## src/clnms_ram.sv

```systemverilog
`timescale 1ns / 1ps
module clnms_ram #(
	parameter int unsigned WIDTH = 8,
	parameter int unsigned DEPTH = 16
) (
	input  logic                     clk,
	input  logic                     we,
	input  logic [$clog2(DEPTH)-1:0] waddr,
	input  logic [WIDTH-1:0]         wdata,
	input  logic [$clog2(DEPTH)-1:0] raddr,
	output logic [WIDTH-1:0]         rdata
);
	logic [WIDTH-1:0] mem [DEPTH];

	always_ff @(posedge clk) begin
		if (we) begin
			mem[waddr] <= wdata;
		end
		rdata <= mem[raddr];
	end
endmodule

```

## config.mk

```make
export PLATFORM = sky130hd
export DESIGN_NAME = clnms_ram
export DESIGN_NICKNAME = d
export VERILOG_FILES = /design/src/clnms_ram.sv
export SDC_FILE = /design/constraint.sdc
export NUM_CORES = 1
export LEC_CHECK = 0
export BUFFER_PORTS_ARGS = -buffer_cell sky130_fd_sc_hd__clkbuf_2
export CORE_MARGIN = 2
export CORE_UTILIZATION = 35
export DETAILED_ROUTE_END_ITERATION = 16
export PLACE_DENSITY_LB_ADDON = 0.2
export SYNTH_ARGS = -nofsm -noshare
export SYNTH_HDL_FRONTEND = slang
export SYNTH_SLANG_ARGS = --single-unit
export TNS_END_PERCENT = 10
```

## constraint.sdc

```tcl
create_clock -name clk -period 2.75 [get_ports clk]
set_input_delay 0.275 -clock clk [delete_from_list [all_inputs] [get_ports clk]]
set_output_delay 0.275 -clock clk [all_outputs]
set_load 0.02 [all_outputs]
```

After elaboration in Yosys (flattened, before gate mapping). Memory sizes are Yosys's and may differ from the RTL's. A register that Yosys moved wholly into a read port is not among the register bits. Cells that the tools add are included.

Word-level logic and storage cells: 3. Bits in writable memories: 128. Output and inout bits: 8. Register bits after elaboration: 0. Input bits: 18. Memories kept: 1.

Memory list: mem (words 16, bits a word 8, read ports 1, clocked after memory_dff 1, write ports 1, line 13) `logic [WIDTH-1:0] mem [DEPTH];`.

Mux-type cells: 2.

Operator list (count): two-way mux 1 bit (2).

Depth between registers and ports, before layout. Gate-level depths: netlist of run 1.

Depth after elaboration: 2. Mapped depth: 5. Mapped depth without buffers: 3.

Least setup slack after synthesis of run 1. OpenSTA, ideal clock, no wires.

Path kind: input to register. Start point: input port waddr[2]. End point: memory mem[0][0], enable pin. Stages on the path: 2. Library setup time: 383 ps. Required time: 2367 ps. Arrival time: 1385 ps. Slack: 982 ps. Path through: or3b_2 nor3_1.

RTL lines: start: declaration (line 8) `input logic [$clog2(DEPTH)-1:0] waddr,`; end: declaration (line 13).

No word-level cell before the write port.

Worst setup path after layout of run 1.
Start point: input port waddr[2]. End point: memory mem[1][6], enable pin.

No word-level cell before the write port.

==> key figures, run 1 <==
Status
  – Run status: finished clean

Clocking
  – Clock slew at reported path FFs: about 0.050 ns
  – Max clock buf depth: 2
  – Post-CTS sizing: 0
  – Clk root buf: clkbuf_16
  – Post-CTS setup buffers: 0
  – Clock Latency Late Sink: 0.41 ns
  – Hold Buf Count CTS: 0
  – Clk sinks: 136
  – Num CTS Buffers: 17
  – TritonCTS clock tree: done
  – H-tree Lvls: 4

Detailed routing
  – WL/cell: 21.60 um
  – Vias post-DR: 2391
  – Final ANT Viol Nets: 0
  – Drt pass-1 iters: 5
  – Initial DRC Count: 164
  – Vias/cell: approximately 5.0
  – Final wirelength: 10280 um
  – Drt drc: 0

Worst setup path
  – Reg2Reg Depth: 3
  – CP Launch Type: input port
  – Req. time, crit path: 2.78 ns
  – RR Endpoint: rdata[1]$_DFF_P_
  – Peak fanout along the critical path: 8
  – R2R Path Start: mem[1][1]$_DFFE_PP_
  – Critical path endpoint category: register
  – Worst EP arrival: 1.67 ns
  – FF-to-FF setup slack: 1.40 ns
  – Critical path class: in2reg

Placement
  – Gpl congestion: 0.6952
  – HPWL after detailed placement: 6447 um
  – Post-placement cell area: approximately 0.0055 mm^2
  – Pre-CTS WS: 0.6545 ns
  – I/O Buffers: 25

Logic synthesis
  – Count leader, synth: edfxtp_1
  – Synth warnings: 0
  – Syn nets: between 200 and 250
  – Post-synth EDFFs: 128
  – Async set-reset flop share out of synthesis: 0
  – Post-Syn Area: 0.005147 mm^2
  – Synth area leader: edfxtp_1
  – Post-synthesis simple-gate area fraction: 0.03184
  – Top cell type's share of synthesized area: 0.7467
  – Post-synthesis sequential area ratio: 0.7778
  – Synth Area in XOR/XNOR: 0
  – Largest family of logic cells by synthesized area: multiplexers
  – Dominant synthesized flop cell: edfxtp_1
  – Post-synthesis compound-gate area fraction: 0.02333
  – Post-synth top cells: edfxtp_1 (128), mux4_2 (18), a22oi_1 (16)
  – Netlist cell types: 19
  – Seq cells post-synth: 136
  – Mapped Cells: 229
  – Mux share of post-synthesis cell area: 0.1502
  – Mean Syn Cell Area: 22.48 um^2
  – Synth Area in Adders: 0
  – Synth area leaders: edfxtp_1 (75%), mux4_2 (7.9%), mux4_1 (7.1%)

STA
  – Hold Violations, Final: 0
  – TNS Setup: 0 ns
  – Crit share post-route: 0.5962
  – Clock period minus final worst setup slack: about 1.6 ns
  – Final setup fails: 0
  – Clock skew: between 0.006 and 0.007 ns
  – Fmax: 609.9 MHz
  – RSZ-0062 raised after global routing: no
  – Slew @ Worst Pin: 1.001 ns
  – Final Max Tran Viols: 0
  – Slew headroom: 0.3305
  – Setup ws final: 1.110 ns

Layout
  – Final nets: 297
  – Fraction of layout cells with a size suffix above 1: 0.2740
  – Synth-to-Final Area Change: 17.89%
  – Antenna Cells: 0
  – Final core occ: 0.4207
  – Finished Cell Area: a little over 0.006 mm^2
  – Fill count: 1283

Pwr
  – Leakage: about 0.0020 uW
  – Int Power: 3661 uW
  – Switching power: 899.0 uW
  – Combinational fraction of design power: 0.049
  – Switching Fraction: 0.1972
  – Peak supply drop: 0.3955 mV
  – Power per cell area: 751.4 mW/mm^2
  – Clock share of power: 0.439
  – Sequential power share: 0.512
  – Overall power: 4560 uW

Worst hold path
  – Hold_sp: wdata[5]
  – Worst hold path type: in2reg
  – Hold Crit Depth: 1
  – Hold Path End: mem[1][5]$_DFFE_PP_

Floorplanning
  – Row count: 44
  – I/O Pins: 26
  – Core Box Area: ~0.014 mm^2
  – Die area: around 0.016 mm^2
  – Die X: around 130 um
  – Starting Density: 0.3569
  – Die Y-Extent: 125.3 um

Flow run
  – Max_cap viols: 0

Global routing
  – Largest net degree at the start of global routing: 33
  – First-pass GRT wire length: 15530 um
  – Initial antenna violation count: 0
  – Total GRT Usage: 0.1408
  – Vias in the first global route: 2517
  – GRT Residual Overflow: 0
-- final cells by class --
| cell class | count | area [um^2] | share of cell area |
|---|---|---|---|
| flip-flops and latches | 136 | 4004 | 0.6598 |
| multi-input cells | 83 | 1057 | 0.1742 |
| clock buffers | 26 | 469.2 | 0.07732 |
| repair buffers | 41 | 257.7 | 0.04247 |
| well taps | 184 | 230.2 | 0.03794 |
| clock inverters | 6 | 50.05 | 0.008247 |
-- layout by cell type (no fill, tap or decap) --
cell,instances
bufinv_16,1
a22oi_1,16
nand3b_1,2
nor2_1,13
nand2b_1,2
clkbuf_2,25
buf_12,1
clkinv_2,1
clkbuf_1,8
mux4_1,14
or3b_2,1
clkbuf_16,17
nor2b_1,1
dfxtp_1,8
clkbuf_8,1
mux4_2,18
and2_1,1
buf_4,15
nand2_1,9
edfxtp_1,128
nor3_1,4
and2b_1,1
nand3_1,1
clkinv_1,4
-- per-stage QoR --
step / hold WS [ns] / std cells
2_1_floorplan: 0.3739 / 229
6_report: 0.2920 / 476
5_1_grt: 0.3300 / 476
3_5_place_dp: 0.6604 / 444
3_3_place_gp: 0.6521 / 444
4_1_cts: 0.3006 / 476
-- critical path: stages --
cell      delay (ns)
clkbuf_2        0.10
or3b_2          0.51
nor2_1          0.78
-- how the worst max path moves through the flow --
stage          startpoint  cells after the start                   to
6_report         waddr[2]                      3  mem[1][6]$_DFFE_PP_
5_1_grt          waddr[2]                      3  mem[1][0]$_DFFE_PP_
4_1_cts          waddr[2]                      3  mem[1][0]$_DFFE_PP_
3_5_place_dp     waddr[2]                      3  mem[1][6]$_DFFE_PP_
3_3_place_gp     waddr[2]                      3  mem[1][6]$_DFFE_PP_
2_1_floorplan    waddr[2]                      2  mem[0][0]$_DFFE_PP_
-- power groups by stage --
stage          sequential (uW)  combinational [uW]  clock [uW]
2_1_floorplan             2390                 118           0
3_3_place_gp              2380                 229           0
3_5_place_dp              2380                 231           0
4_1_cts                   2340                 232        2050
5_1_grt                   2340                 247        2140
6_report                  2330                 224        2000
-- flip-flops by register name, summed over array words and instances, names as in the netlist --
register  count
mem         128
rdata         8
-- layer usage --
layer | global-route usage | share of wire | vias up
met4 | 0.06078 | 0.019 | 0
met3 | 0.03851 | 0.044 | 15
li1 | - | - | 1073
met1 | 0.2006 | 0.49 | 1249
met2 | 0.2046 | 0.45 | 54
met5 | 0 | 0 | -
-- logic make-up (layout without fill, tap and decap cells) --
family / Yosys count / after routing
flip-flops: 136 / 136
AND/OR/NAND/NOR: 35 / 35
multiplexers: 32 / 32
AO/OA/AOI/OAI: 16 / 16
buffers and inverters: 10 / 73
No activity file was read; power rests on OpenSTA's default activity.
==> run 2, diff against run 1 <==
==> constraint.sdc (replaced) <==
create_clock -name clk -period 1.63 [get_ports clk]
set_input_delay 0.163 -clock clk [delete_from_list [all_inputs] [get_ports clk]]
set_output_delay 0.163 -clock clk [all_outputs]
set_load 0.02 [all_outputs]
==> key figures, run 2 (synthesized netlist as in run 1, its figures left out) <==
Status
  – Run status: finished clean

Detailed routing
  – Final ANT Viol Nets: 0 (unchanged)
  – Final wirelength: 10020 um (-2.5%)
  – Drt pass-1 iters: 4 (-1)
  – Vias/cell: 4.909 (-2.3%)
  – Drt drc: 0 (unchanged)
  – Vias post-DR: 2386 (-0.21%)
  – WL/cell: 20.63 um (-4.5%)
  – Initial DRC Count: 148 (-9.8%)

Global routing
  – Initial antenna violation count: 0 (unchanged)
  – Vias in the first global route: 2523 (+0.24%)
  – Total GRT Usage: 0.1381 (-0.002683)
  – GRT Residual Overflow: 0 (unchanged)
  – Largest net degree at the start of global routing: 33 (unchanged)
  – First-pass GRT wire length: 15500 um (-0.17%)

Layout
  – Final nets: 307 (+3.4%)
  – Synth-to-Final Area Change: 21.75%
  – Finished Cell Area: 0.006267 mm^2 (+3.3%)
  – Antenna Cells: 0 (unchanged)
  – Fill count: 1265 (-1.4%)
  – Max reg flops: 128 (unchanged)
  – Most common cell after layout, fill and taps aside: edfxtp_1
  – Leading cell types in the layout, fill and taps excluded: edfxtp_1 (128), clkbuf_2 (25), buf_4 (23)
  – Fraction of layout cells with a size suffix above 1: 0.3278 (+0.05384)
  – Regs by FF count: mem (128), rdata (8)
  – Largest Register: mem

Floorplanning
  – I/O Pins: 26 (unchanged)
  – Die area: 0.01569 mm^2 (unchanged)
  – Core Box Area: 0.01442 mm^2 (unchanged)
  – Die Y-Extent: 125.3 um (unchanged)
  – Row count: 44 (unchanged)
  – Die X: 125.3 um (unchanged)
  – Starting Density: 0.3569 (unchanged)

STA
  – Slew headroom: 0.7060 (+0.3755)
  – TNS Setup: 0 ns (unchanged)
  – Fmax: 721.0 MHz
  – Clock skew: 0.006893 ns (+0.0006315 ns)
  – RSZ-0062 raised after global routing: no
  – Clock period minus final worst setup slack: 1.387 ns
  – Hold Violations, Final: 0 (unchanged)
  – Final setup fails: 0 (unchanged)
  – Slew @ Worst Pin: 0.4411 ns (-0.5595 ns)
  – Crit share post-route: 0.8508
  – Final Max Tran Viols: 0 (unchanged)

Clocking
  – Clk sinks: 136 (unchanged)
  – Clk root buf: clkbuf_16
  – Max clock buf depth: 2 (unchanged)
  – TritonCTS clock tree: done
  – Num CTS Buffers: 17 (unchanged)
  – Clock Latency Late Sink: 0.41 ns (about the same)
  – Post-CTS setup buffers: 0 (unchanged)
  – Post-CTS sizing: 0 (unchanged)
  – Hold Buf Count CTS: 0 (unchanged)
  – Clock slew at reported path FFs: 0.06 ns (about the same)
  – H-tree Lvls: 4 (unchanged)

Worst setup path
  – RR Endpoint: rdata[7]$_DFF_P_
  – Peak fanout along the critical path: 1 (-7)
  – Critical path endpoint category: register
  – Req. time, crit path: 1.92 ns (-0.86 ns)
  – Worst EP arrival: 1.68 ns (about the same)
  – Critical path class: reg2reg
  – R2R Path Start: mem[3][7]$_DFFE_PP_
  – Reg2Reg Depth: 3 (unchanged)
  – FF-to-FF setup slack: 0.24 ns (-1.16 ns)
  – CP Launch Type: register

Pwr
  – Leakage: 0.002155 uW (+5.8%)
  – Peak supply drop: 0.6276 mV (+59%)
  – Power per cell area: 1318 mW/mm^2 (+75%)
  – Overall power: 8262 uW (+81%)

Worst hold path
  – Hold Path End: mem[8][6]$_DFFE_PP_
  – Hold_sp: wdata[6]
  – Hold Crit Depth: 1 (unchanged)
  – Worst hold path type: in2reg

Placement
  – Post-placement cell area: 0.005654 mm^2 (+1.9%)
  – HPWL after detailed placement: 6509 um (+0.97%)
  – Gpl congestion: 0.7412 (+6.6%)
  – I/O Buffers: 25 (unchanged)

Flow run
  – Max_cap viols: 0 (unchanged)
[run 2: metrics by stage]
stage | cells | hold WS, ns | util | worst slack, ns
2_1_floorplan | 229 | 0.2619 | - | 0.2009
5_1_grt | 486 | 0.2169 | 0.4345 | 0.1423
3_3_place_gp | 454 | 0.5819 | 0.3920 | 0.01275
6_report | 486 | 0.1795 | 0.4345 | 0.2431
4_1_cts | 486 | 0.1739 | 0.4345 | 0.2339
3_5_place_dp | 454 | 0.5843 | 0.3920 | 0.002212
[run 2: final cells by class]
type	count	area, um^2	share of cell area
Multi-Input combinational cell	83	1062	0.1695
Sequential cell	136	4004	0.6389
Clock buffer	21	460.4	0.07347
Tap cell	184	230.2	0.03673
Clock inverter	11	152.6	0.02436
Timing Repair Buffer	51	357.8	0.05710
[run 2: critical path, stage by stage, from the launching register on]
cell	delay (ns)
edfxtp_1	0.37
mux4_2	0.47
a22oi_1	0.35
nand2_1	0.09
[run 2: power breakdown]
part           internal [uW]  switching, uW  leakage (uW)
combinational            168            234      0.000626
sequential              3910           21.0       0.00122
clock                   2610           1310      0.000305
[run 2: metal layers]
metal | track usage | vias to the layer above | wire length, um
met3 | 0.03252 | 9 | 462
met5 | 0 | - | 0
met4 | 0.06078 | 0 | 127
met1 | 0.1909 | 1222 | 4587
li1 | - | 1087 | -
met2 | 0.2104 | 68 | 4847
[run 2: worst max-delay path by stage]
| stage | start | to | slack (ns) |
|---|---|---|---|
| finish | mem[3][7]$_DFFE_PP_ | rdata[7]$_DFF_P_ | 0.24 |
| global route | mem[6][3]$_DFFE_PP_ | rdata[3]$_DFF_P_ | 0.14 |
| CTS | mem[1][5]$_DFFE_PP_ | rdata[5]$_DFF_P_ | 0.23 |
| detailed placement | raddr[0] | rdata[3]$_DFF_P_ | 0.002 |
| global placement | raddr[0] | rdata[3]$_DFF_P_ | 0.01 |
| floorplan | waddr[2] | mem[3][0]$_DFFE_PP_ | 0.20 |
==> run 3, diff against run 2 <==
--- a/config.mk
+++ b/config.mk
@@ -7,7 +7,7 @@
 export LEC_CHECK = 0
 export BUFFER_PORTS_ARGS = -buffer_cell sky130_fd_sc_hd__clkbuf_2
 export CORE_MARGIN = 2
-export CORE_UTILIZATION = 35
+export CORE_UTILIZATION = 55
 export DETAILED_ROUTE_END_ITERATION = 16
 export PLACE_DENSITY_LB_ADDON = 0.2
 export SYNTH_ARGS = -nofsm -noshare
==> key figures, run 3 (synthesized netlist as in run 1, its figures left out) <==
Worst hold path
  – Hold Path End: mem[3][0]$_DFFE_PP_
  – Hold_sp: wdata[0]
  – Worst hold path type: in2reg
  – Hold Crit Depth: 1 (unchanged)

Clocking
  – Clock Latency Late Sink: 0.51 ns (+0.10 ns)
  – H-tree Lvls: 4 (unchanged)
  – Clk root buf: clkbuf_8
  – TritonCTS clock tree: done
  – Post-CTS sizing: 0 (unchanged)
  – Clock slew at reported path FFs: 0.06 ns (about the same)
  – Num CTS Buffers: 17 (unchanged)
  – Max clock buf depth: 2 (unchanged)
  – Clk sinks: 136 (unchanged)
  – Hold Buf Count CTS: 0 (unchanged)
  – Post-CTS setup buffers: 0 (unchanged)

Detailed routing
  – Drt pass-1 iters: 4 (unchanged)
  – Drt drc: 0 (unchanged)
  – Vias/cell: 5.920 (+21%)
  – WL/cell: 22.79 um (+11%)
  – Final ANT Viol Nets: 0 (unchanged)
  – Final wirelength: 9391 um (-6.3%)
  – Initial DRC Count: 148 (unchanged)
  – Vias post-DR: 2439 (+2.2%)

Pwr
  – Power per cell area: 1257 mW/mm^2 (-4.6%)
  – Leakage: 0.002112 uW (-2.0%)
  – Peak supply drop: 1.062 mV (+69%)

Floorplanning
  – Die X: 100.7 um (-20%)
  – Starting Density: 0.5624 (+0.2055)
  – Die Y-Extent: 100.7 um (-20%)
  – I/O Pins: 26 (unchanged)
  – Die area: 0.01015 mm^2 (-35%)
  – Row count: 35 (-20%)
  – Core Box Area: 0.009153 mm^2 (-37%)

Layout
  – Regs by FF count: mem (128), rdata (8)
  – Synth-to-Final Area Change: 18.33%
  – Most common cell after layout, fill and taps aside: edfxtp_1
  – Largest Register: mem
  – Final nets: 306 (-0.33%)
  – Antenna Cells: 0 (unchanged)
  – Leading cell types in the layout, fill and taps excluded: edfxtp_1 (128), clkbuf_2 (25), buf_4 (22)
  – Fraction of layout cells with a size suffix above 1: 0.3355 (+0.007734)
  – Max reg flops: 128 (unchanged)
  – Final core occ: 0.6655 (+0.2310)

STA
  – Crit share post-route: 0.8524 (+0.001544)
  – TNS Setup: 0 ns (unchanged)
  – Slew headroom: 0.7350 (+0.02904)
  – Hold Violations, Final: 0 (unchanged)
  – Fmax: 719.7 MHz (-0.18%)
  – Clock period minus final worst setup slack: 1.389 ns (+0.002517 ns)
  – Slew @ Worst Pin: 0.3975 ns (-0.04356 ns)
  – Final setup fails: 0 (unchanged)
  – RSZ-0062 raised after global routing: no
  – Clock skew: 0.005137 ns (-0.001756 ns)
  – Final Max Tran Viols: 0 (unchanged)

Global routing
  – First-pass GRT wire length: 14450 um (-6.8%)
  – Total GRT Usage: 0.2068 (+0.06873)
  – GRT Residual Overflow: 0 (unchanged)
  – Largest net degree at the start of global routing: 33 (unchanged)
  – Initial antenna violation count: 0 (unchanged)
  – Vias in the first global route: 2497 (-1.0%)

Placement
  – I/O Buffers: 25 (unchanged)
  – Gpl congestion: 0.7525 (+1.5%)
  – HPWL after detailed placement: 6089 um (-6.4%)

Worst setup path
  – Req. time, crit path: 2.02 ns (+0.10 ns)
  – Critical path class: reg2reg
  – Critical path endpoint category: register
  – FF-to-FF setup slack: 0.24 ns (about the same)
  – R2R Path Start: mem[9][5]$_DFFE_PP_
  – Slowest stage cell, crit path: mux4_1
  – Peak fanout along the critical path: 1 (unchanged)
  – Reg2Reg Depth: 3 (unchanged)
  – RR Endpoint: rdata[5]$_DFF_P_
  – CP Cell Sequence: mux4_1, a22oi_1, nand2_1
  – CP Launch Type: register
  – Crit-path max cell delay: 0.53 ns (+0.06 ns)
  – Worst EP arrival: 1.78 ns (+0.10 ns)

Flow run
  – Max_cap viols: 0 (unchanged)

Status
  – Run status: finished clean
==> run 3: per-layer routing <==
| layer | wire, um | share of wire | up-vias | track usage |
|---|---|---|---|---|
| met5 | 0 | 0 | - | 0 |
| li1 | - | - | 1095 | - |
| met1 | 4026 | 0.43 | 1251 | 0.2919 |
| met3 | 565 | 0.060 | 14 | 0.05479 |
| met2 | 4637 | 0.49 | 79 | 0.3205 |
| met4 | 160 | 0.017 | 0 | 0.06744 |
==> run 3: worst max path at each step <==
stage / from / to / slack [ns] / cells after the start
after floorplan: waddr[2] / mem[3][0]$_DFFE_PP_ / 0.20 / 2
after global placement: raddr[0] / rdata[0]$_DFF_P_ / 0.06 / 5
after detailed placement: raddr[0] / rdata[1]$_DFF_P_ / 0.05 / 5
after CTS: mem[9][5]$_DFFE_PP_ / rdata[5]$_DFF_P_ / 0.22 / 3
after global routing: mem[1][1]$_DFFE_PP_ / rdata[1]$_DFF_P_ / 0.15 / 3
final: mem[9][5]$_DFFE_PP_ / rdata[5]$_DFF_P_ / 0.24 / 3
==> run 3: through the flow <==
| stage | worst slack [ns] | cell area (um^2) | power [uW] | cells | hold WS [ns] |
|---|---|---|---|---|---|
| after floorplan | 0.2009 | 5152 | 4227 | 229 | 0.2619 |
| after global placement | 0.06329 | 5555 | 4391 | 380 | 0.5705 |
| after detailed placement | 0.04814 | 5555 | 4404 | 380 | 0.5785 |
| after CTS | 0.2222 | 6091 | 7715 | 412 | 0.06139 |
| after global routing | 0.1544 | 6091 | 7904 | 412 | 0.09406 |
| final | 0.2406 | 6091 | 7657 | 412 | 0.07060 |
==> run 3: layout make-up <==
type / instances / area [um^2]
clock buffer: 21 / 459.2
clock inverter: 11 / 76.32
fill: 586 / 3062
multi-input combinational: 83 / 1062
sequential: 136 / 4004
tap: 111 / 138.9
timing repair buffer: 50 / 350.3
==> run 3: power breakdown <==
| part | internal, uW | switching [uW] | leakage (uW) | total (uW) |
|---|---|---|---|---|
| logic | 166 | 225 | 0.000621 | 391 |
| registers | 3910 | 26.1 | 0.00122 | 3940 |
| clock network | 1980 | 1350 | 0.000267 | 3330 |
==> run 3: worst max-delay path, delay by kind of cell, from the launching register on <==
kind,cells,cell delay [ns]
AO/OA/AOI/OAI,1,0.29
flip-flops,1,0.37
AND/OR/NAND/NOR,1,0.07
multiplexers,1,0.53
